===== config.mk =====
export PLATFORM = sky130hd
export DESIGN_NAME = pid_controller_anti_windup_core
export DESIGN_NICKNAME = d
export VERILOG_FILES = /design/src/sv/pidaw_pkg.sv /design/src/sv/pid_controller_anti_windup_core.sv
export SDC_FILE = /design/constraint.sdc
export NUM_CORES = 2
export LEC_CHECK = 0
export BUFFER_PORTS_ARGS = -buffer_cell sky130_fd_sc_hd__buf_4
export CELL_PAD_IN_SITES_DETAIL_PLACEMENT = 1
export CELL_PAD_IN_SITES_GLOBAL_PLACEMENT = 2
export CORE_UTILIZATION = 39
export DETAILED_ROUTE_END_ITERATION = 10
export GPL_TIMING_DRIVEN = 0
export HOLD_SLACK_MARGIN = 0.12
export PLACE_DENSITY = 0.79
export SKIP_CTS_REPAIR_TIMING = 1
export SLEW_MARGIN = 20
export SYNTH_ARGS = -nofsm -noshare
export SYNTH_HDL_FRONTEND = slang
export SYNTH_SLANG_ARGS = --single-unit

===== constraint.sdc =====
create_clock -name clk -period 10.68 [get_ports clk]
set_input_delay 1.068 -clock clk [delete_from_list [all_inputs] [get_ports clk]]
set_output_delay 1.068 -clock clk [all_outputs]
set_load 0.005 [all_outputs]

===== src/sv/pidaw_pkg.sv =====
// Shared types and constants for the PID controller with anti-windup.
package pidaw_pkg;

	// Fixed field widths
	localparam int SAMPLE_W = 16;
	localparam int ERR_W    = SAMPLE_W + 1;
	localparam int GAIN_W   = 16;
	localparam int FRAC_W   = 8;
	localparam int LIMIT_W  = 23;
	localparam int DRIVE_W  = 24;
	localparam int INTEG_W  = 32;
	localparam int CFG_W    = 23;

	// Configuration register indexes
	typedef enum logic [1:0] {
		REG_KP    = 2'd0,
		REG_KI    = 2'd1,
		REG_KD    = 2'd2,
		REG_LIMIT = 2'd3
	} cfg_reg_t;

	localparam logic [LIMIT_W-1:0] LIMIT_RESET = {LIMIT_W{1'b1}};

	// Input word: one sample pair
	typedef struct packed {
		logic signed [SAMPLE_W-1:0] target_value;
		logic signed [SAMPLE_W-1:0] measured_value;
	} pidaw_in_t;

	// Output word: drive and range flag
	typedef struct packed {
		logic signed [DRIVE_W-1:0] drive_value;
		logic                      within_limit;
	} pidaw_out_t;

endpackage


===== src/sv/pid_controller_anti_windup_core.sv =====
// PID controller core with trapezoidal integral and conditional integration.
//
//   channel  direction  handshake              word
//   in       input      in_valid / in_ready    target_value, measured_value
//   out      output     out_valid / out_ready  drive_value, within_limit
//   cfg      input      cfg_we                 cfg_index, cfg_data
//
// One word per cycle sustained unless out stalls; a word passes input, stage-2 and result registers.
// Three stages: input register, gain products, integral/sum/result register.
// The integral loop closes inside the last stage: one add, saturate, three-way add.
// Stages advance independently, so input keeps flowing while a result waits;
// in_ready drops only when all three stages hold words.
// arst_n clears valid bits, gains, limit (to full scale), last error and integral.
module pid_controller_anti_windup_core (
	input  logic                        clk,
	input  logic                        arst_n,
	input  logic                        in_valid,
	output logic                        in_ready,
	input  pidaw_pkg::pidaw_in_t        in_word,
	output logic                        out_valid,
	input  logic                        out_ready,
	output pidaw_pkg::pidaw_out_t       out_word,
	input  logic                        cfg_we,
	input  pidaw_pkg::cfg_reg_t         cfg_index,
	input  logic [pidaw_pkg::CFG_W-1:0] cfg_data
);
	import pidaw_pkg::*;

	localparam int DIFF_W = ERR_W + 1;
	localparam int PROD_W = GAIN_W + DIFF_W;
	localparam int ACC_W  = ((PROD_W > INTEG_W) ? PROD_W : INTEG_W) + 1;
	localparam int SUM_W  = ACC_W + 2;

	// Configuration registers
	logic signed [GAIN_W-1:0]  kp_q, ki_q, kd_q;
	logic        [LIMIT_W-1:0] limit_q;

	always_ff @(posedge clk or negedge arst_n) begin
		if (!arst_n) begin
			kp_q    <= '0;
			ki_q    <= '0;
			kd_q    <= '0;
			limit_q <= LIMIT_RESET;
		end else if (cfg_we) begin
			case (cfg_index)
				REG_KP:    kp_q    <= cfg_data[GAIN_W-1:0];
				REG_KI:    ki_q    <= cfg_data[GAIN_W-1:0];
				REG_KD:    kd_q    <= cfg_data[GAIN_W-1:0];
				REG_LIMIT: limit_q <= cfg_data[LIMIT_W-1:0];
				default:   ;
			endcase
		end
	end

	// Stage control
	logic v_s1, v_s2;
	logic out_free, ld_s2;

	assign out_free = !out_valid || out_ready;
	assign ld_s2    = v_s1 && (!v_s2 || out_free);
	assign in_ready = !v_s1 || ld_s2;

	always_ff @(posedge clk or negedge arst_n) begin
		if (!arst_n) begin
			v_s1      <= 1'b0;
			v_s2      <= 1'b0;
			out_valid <= 1'b0;
		end else begin
			if (in_ready)
				v_s1 <= in_valid;
			if (!v_s2 || out_free)
				v_s2 <= v_s1;
			if (out_free)
				out_valid <= v_s2;
		end
	end

	// Stage 1: input register
	pidaw_in_t in_s1;

	always_ff @(posedge clk) begin
		if (in_ready && in_valid)
			in_s1 <= in_word;
	end

	// Error, trapezoid sum, difference and the three gain products
	logic signed [ERR_W-1:0]  err, last_err_q;
	logic signed [DIFF_W-1:0] err_sum, err_diff;
	logic signed [PROD_W-1:0] p_prod, i_prod, d_prod;

	always_comb begin
		err      = ERR_W'(in_s1.target_value) - ERR_W'(in_s1.measured_value);
		err_sum  = DIFF_W'(last_err_q) + DIFF_W'(err);
		err_diff = DIFF_W'(err) - DIFF_W'(last_err_q);
		p_prod   = PROD_W'(kp_q) * PROD_W'(err);
		i_prod   = PROD_W'(ki_q) * PROD_W'(err_sum);
		d_prod   = PROD_W'(kd_q) * PROD_W'(err_diff);
	end

	always_ff @(posedge clk or negedge arst_n) begin
		if (!arst_n)
			last_err_q <= '0;
		else if (ld_s2)
			last_err_q <= err;
	end

	// Stage 2: reduced terms (floor by arithmetic shift)
	logic signed [PROD_W-1:0] p_s2, i_s2, d_s2;

	always_ff @(posedge clk) begin
		if (ld_s2) begin
			p_s2 <= p_prod >>> FRAC_W;
			i_s2 <= i_prod >>> FRAC_W;
			d_s2 <= d_prod >>> FRAC_W;
		end
	end

	// Integral term with 32-bit saturation, then the full sum
	logic signed [INTEG_W-1:0] integ_q, i_term;
	logic signed [ACC_W-1:0]   i_acc;
	logic signed [SUM_W-1:0]   sum, lim_pos, lim_neg;
	logic                      i_ovf, d_ovf, ok;
	logic signed [DRIVE_W-1:0] drive;

	always_comb begin
		i_acc = ACC_W'(integ_q) + ACC_W'(i_s2);
		i_ovf = !(&i_acc[ACC_W-1:INTEG_W-1] || ~|i_acc[ACC_W-1:INTEG_W-1]);
		if (i_ovf)
			i_term = {i_acc[ACC_W-1], {(INTEG_W-1){~i_acc[ACC_W-1]}}};
		else
			i_term = i_acc[INTEG_W-1:0];

		sum     = SUM_W'(p_s2) + SUM_W'(i_term) + SUM_W'(d_s2);
		lim_pos = SUM_W'({1'b0, limit_q});
		lim_neg = -lim_pos;
		ok      = (sum <= lim_pos) && (sum >= lim_neg);

		d_ovf = !(&sum[SUM_W-1:DRIVE_W-1] || ~|sum[SUM_W-1:DRIVE_W-1]);
		if (d_ovf)
			drive = {sum[SUM_W-1], {(DRIVE_W-1){~sum[SUM_W-1]}}};
		else
			drive = sum[DRIVE_W-1:0];
	end

	// Integral write-back only when the sum is inside the limit
	always_ff @(posedge clk or negedge arst_n) begin
		if (!arst_n)
			integ_q <= '0;
		else if (v_s2 && out_free && ok)
			integ_q <= i_term;
	end

	// Result register
	always_ff @(posedge clk) begin
		if (v_s2 && out_free) begin
			out_word.drive_value  <= drive;
			out_word.within_limit <= ok;
		end
	end

endmodule


# Word-level counts from Yosys, hierarchy flattened
# Cells that the tools add are included.
# totals
register_bits,257
in_bits,62
out_inout_bits,27
# classes
add_sub_neg,7
multipliers,3
magnitude_cmp,2
n_eq_ne,3
n_mux,2
bitwise,2
reduce_logical,24
# ops
op,n
$mul A16 B18 Y34,2
$ge A34 B37 Y1,1
$neg A23 Y37,1
$add A33 B26 Y34,1
$le A34 B24 Y1,1
$add A25 B32 Y33,1
$add A32 B26 Y33,1
$mul A16 B17 Y33,1
$mux W32,1
$mux W24,1
$add A17 B17 Y18,1
$sub A17 B17 Y18,1
$sub A16 B16 Y17,1
$reduce_and A14 Y1,1
$reduce_or A14 Y1,1
$reduce_and A2 Y1,4
$logic_and A1 B1 Y1,5
$logic_not A1 Y1,5
$logic_or A1 B1 Y1,5
$eq A2 B2 Y1 const B,2
$reduce_and A4 Y1,1
$reduce_or A4 Y1,1
$eq A2 B1 Y1 const B,1
$logic_not A2 Y1,1
$not A1 Y1,2

# Depth between registers and ports, before layout
# logic_depth
ltp_word,11
ltp_mapped,45
depth_no_buf,43

# Least setup slack after synthesis
# OpenSTA, ideal clock, no wires.
# synth_path
kind,register to register
startpoint,register in_s1[0] (netlist bit)
endpoint,"register d_s2[24], data pin"
setup_time_ns,0.258
arrival_time_ns,10.305
required_ns,10.422
slack_ns,0.117
path_stages_with_launch,41
n_path_buf,2
synth_period_minus_slack_ns,10.563
path_cell_list,edfxtp_1 -> ha_1 -> fa_1 -> nor2b_1 -> o21ai_0 -> a21boi_0 -> o21ai_0 -> a21boi_0 -> o2111ai_1 -> nand3b_1 -> xor2_1 -> clkbuf_1 -> ha_1 -> or3_1 -> nand2_1 -> o21ba_2 -> a21o_1 -> nor3_1 -> [... 5 more ...] -> fa_1 -> inv_1 -> fa_1 -> inv_1 -> fa_1 -> inv_1 -> ha_1 -> a21o_1 -> a21o_1 -> a21oi_1 -> nand2_1 -> a221oi_1 -> o21ai_0 -> nor4_1 -> nor3_1 -> or3_1 -> a21oi_1 -> xnor2_1
# synth_between
elab_chain_len,3
# synth_lines
element,line,text
"start, declared",pid_controller_anti_windup_core.sv:79,pidaw_in_t in_s1;
"start signal, assigned",pid_controller_anti_windup_core.sv:83,in_s1 <= in_word;
$sub A16 B16 Y17,pid_controller_anti_windup_core.sv:92,err = ERR_W'(in_s1.target_value) - ERR_W'(in_s1.measured_value);
net err[10],pid_controller_anti_windup_core.sv:87,"logic signed [ERR_W-1:0] err, last_err_q;"
$sub A17 B17 Y18,pid_controller_anti_windup_core.sv:94,err_diff = DIFF_W'(err) - DIFF_W'(last_err_q);
$mul A16 B18 Y34,pid_controller_anti_windup_core.sv:97,d_prod = PROD_W'(kd_q) * PROD_W'(err_diff);
net d_prod[32],pid_controller_anti_windup_core.sv:89,"logic signed [PROD_W-1:0] p_prod, i_prod, d_prod;"
"end signal, assigned",pid_controller_anti_windup_core.sv:114,d_s2 <= d_prod >>> FRAC_W;
"end, declared",pid_controller_anti_windup_core.sv:108,"logic signed [PROD_W-1:0] p_s2, i_s2, d_s2;"
# The timed path passes the listed nets, and every way through them passes these cells.
# A chain may end at the register's enable or synchronous reset.

# Worst setup path in the final report
# Ends and elaborated chain as after synthesis.

==> results.txt <==
Ports - 89
Relative slew slack - 0.2466
Vias in the first global route - 39,829
Wire per inst - 22.20 µm
Crit path top cell by count - inv_1
Critical Path End Type - flip-flop
Fmax - 0.09493 GHz
Asr flop ratio synth - 0.4786
Final #Nets - 6,679
Number of DRC markers in iteration 0 - 1,946
Clock sink total - 257
Final Hold Violating Endpoints - 0
YS warnings - 0
Congestion Overflow GR - 0
I/O Buffers - 88
Syn Std Cell Area - 0.04840 mm²
H-tree depth - 2
First-pass DRT Iterations - 5
Slowest cell delay on critical path - 0.58 ns
Gr usage total - 0.2523
Critical path peak fanout - 7
DRC - 0
Reg2reg end - d_s2[24]$_DFFE_PP_
Die Y - 354.3 µm
Period Utilization, post-route - 0.9864
Worst min path class - in2async
Clock transition at path regs - 0.06 ns
Row cnt - 128
CTS max path bufs - 3
Max cap viols - 0
Min Hold Slack - 0.4422 ns
Run status - finished clean
Number of synthesized flops with an enable pin - 134
Fillers - 14,042
Min Clock Period, post-route - 10.53 ns
Core box area - 0.1224 mm²
Worst Path Arrival - 10.89 ns
Worst Tran Pin Value - 1.122 ns
CP startpoint kind - flip-flop
Seq/Total Area, Yosys - 0.1473
Synth Area per Inst - 9.463 µm²
Initial cell density of the core - 0.3955
Layout cells sized above 1 - 0.1044
Largest net degree at the start of global routing - 67
Syn Inst Count - 5,114
Initial antenna violation count - 19
HPWL after DPL - 128,700 µm
Worst Reg-to-Reg Cells - 42
CP Data Required Time - 11.03 ns
Die ar. - 0.1255 mm²
Primary FF master, synth - edfxtp_1
CP startpoint - in_s1[0]$_DFFE_PP_
Flop2flop setup slack - 0.15 ns
Vias post-DR - 36,194
Critical path class - reg2reg
CTS Buf Count - 35
Critical R2R Launch - in_s1[0]$_DFFE_PP_
Distinct cells, synth - 87
Wirelength, routed - 154,800 µm
CP max stage cell - fa_2
Area added between synthesis and finish - 12.28%
#FFs+latches synth - 257
Clock Skews - 0.06283 ns
First-pass GRT wire length - 240,400 µm
Routability cong. - 0.9115
CTS tree - done
Clk_lat worst skew - 0.63 ns
Remaining antenna violation count - 0
RSZ-0062 raised after global routing - true
Clk Tree Root Cell - clkbuf_16
Setup-failing EPs final - 0
Slew Limit Fails - 0
Syn Nets - 6,477
Die W - 354.3 µm
Via density - 5.189
layer usage:
metal	part of all wire	track usage	vias to the layer above
li1	-	-	16308
met4	0.030	0.06966	2
met1	0.44	0.3411	18932
met5	0.00011	0	-
met2	0.48	0.4275	768
met3	0.053	0.02781	184
cell usage in the layout, fill, tap and decap left out, drive strengths merged, types with 39 or more instances in the layout:
master	Yosys	routed
and2	288	288
o21ai	101	101
inv	1079	1081
nand3	60	60
a21oi	183	183
clkbuf	183	200
xor2	53	53
nor3	39	39
nand2	575	575
nand2b	49	49
xnor2	165	165
edfxtp	134	134
a21o	73	73
buf	13	202
dfrtp	100	100
nor2	160	160
ha	423	423
mux2	103	103
fa	878	878
nor2b	87	87
sequential cells by signal (all words and copies together), names as in the netlist, 16 cells and up:
name / flops
in_s1: 32
integ_q: 32
d_s2: 26
i_s2: 26
out_word: 25
p_s2: 25
limit_q: 23
last_err_q: 17
kd_q: 16
ki_q: 16
kp_q: 16
stage by stage:
step / worst slack [ns] / instance area [µm²] / instances / utilization / TNS (ns)
3_3_place_gp: -3.605 / 51090 / 6827 / 0.4175 / -101.63
6_report: 0.1457 / 54340 / 6975 / 0.4441 / 0
2_1_floorplan: 0.1170 / 48400 / 5114 / - / 0
5_1_grt: -0.2290 / 54320 / 6968 / 0.4439 / -1.085
4_1_cts: -3.433 / 52510 / 6896 / 0.4292 / -97.48
3_5_place_dp: -3.356 / 51330 / 6832 / 0.4195 / -93.88
worst max-delay path: cells and delay by family (launching register included):
family	cells	cell delay, ns
fa+ha+maj	10	4.13
simple gates	10	2.35
flops	1	0.37
compound gates	13	2.42
xor+xnor	2	0.36
buf+inv	7	0.64
cell families (layout without fill, tap and decap cells):
logic type,count (synthesis),count (layout),synth area share
flip-flops,257,257,0.1473
multiplexers,110,110,0.02541
adder cells (fa/ha/maj),1303,1303,0.4730
buffers and inverters,1276,1505,0.09954
XOR/XNOR,218,218,0.03945
other,0,7,0
AND/OR/NAND/NOR,1400,1400,0.1422
AO/OA/AOI/OAI,550,550,0.07304
how the worst max path moves through the flow:
stage | endpoint | slack (ns) | depth (start not counted)
final | d_s2[24]$_DFFE_PP_ | 0.15 | 42
after global routing | d_s2[24]$_DFFE_PP_ | -0.23 | 41
after CTS | d_s2[24]$_DFFE_PP_ | -3.43 | 41
after detailed placement | d_s2[24]$_DFFE_PP_ | -3.36 | 41
after global placement | d_s2[24]$_DFFE_PP_ | -3.61 | 40
after floorplan | d_s2[24]$_DFFE_PP_ | 0.12 | 40
Yosys cell counts, types with 7 or more instances:
cell / n / area share
a211oi_1: 18 / 0.0028
a21boi_0: 8 / 0.0012
a21o_1: 73 / 0.011
a21oi_1: 182 / 0.019
a311oi_1: 9 / 0.0016
a31oi_1: 22 / 0.0028
and2_1: 288 / 0.037
and3_1: 15 / 0.0019
clkbuf_1: 183 / 0.014
dfrtp_1: 100 / 0.052
dfstp_2: 23 / 0.012
edfxtp_1: 134 / 0.083
fa_1: 878 / 0.36
ha_1: 423 / 0.11
inv_1: 1079 / 0.084
mux2_1: 25 / 0.0058
mux2_2: 78 / 0.018
mux2i_1: 7 / 0.0014
nand2_1: 575 / 0.045
nand2b_1: 49 / 0.0063
nand3_1: 60 / 0.0062
nand3b_1: 9 / 0.0014
nand4_1: 26 / 0.0034
nor2_1: 159 / 0.012
nor2b_1: 87 / 0.011
nor3_1: 39 / 0.0040
nor4_1: 33 / 0.0043
o211ai_1: 15 / 0.0023
o21a_1: 20 / 0.0031
o21ai_0: 92 / 0.0095
o21ai_1: 8 / 0.00083
o21bai_1: 16 / 0.0025
o311ai_0: 8 / 0.0014
o31ai_1: 8 / 0.0012
or2_2: 18 / 0.0023
or3_1: 17 / 0.0022
xnor2_1: 165 / 0.030
xor2_1: 53 / 0.0096
area by class of cell:
type,instances,area (µm²),area share
Antenna cell,7,17.52,0.0003224
Buffer,189,975.9,0.01796
Clock buffer,41,938.4,0.01727
Clock inverter,23,246.5,0.004536
Inverter,1080,4058,0.07468
Multi-Input combinational cell,3581,37540,0.6909
Sequential cell,257,7131,0.1312
Tap cell,1625,2033,0.03742
Timing Repair Buffer,172,1394,0.02565
Power is not shown: default switching activity piles up to over one toggle a cycle in this logic, so the estimate is an artifact.
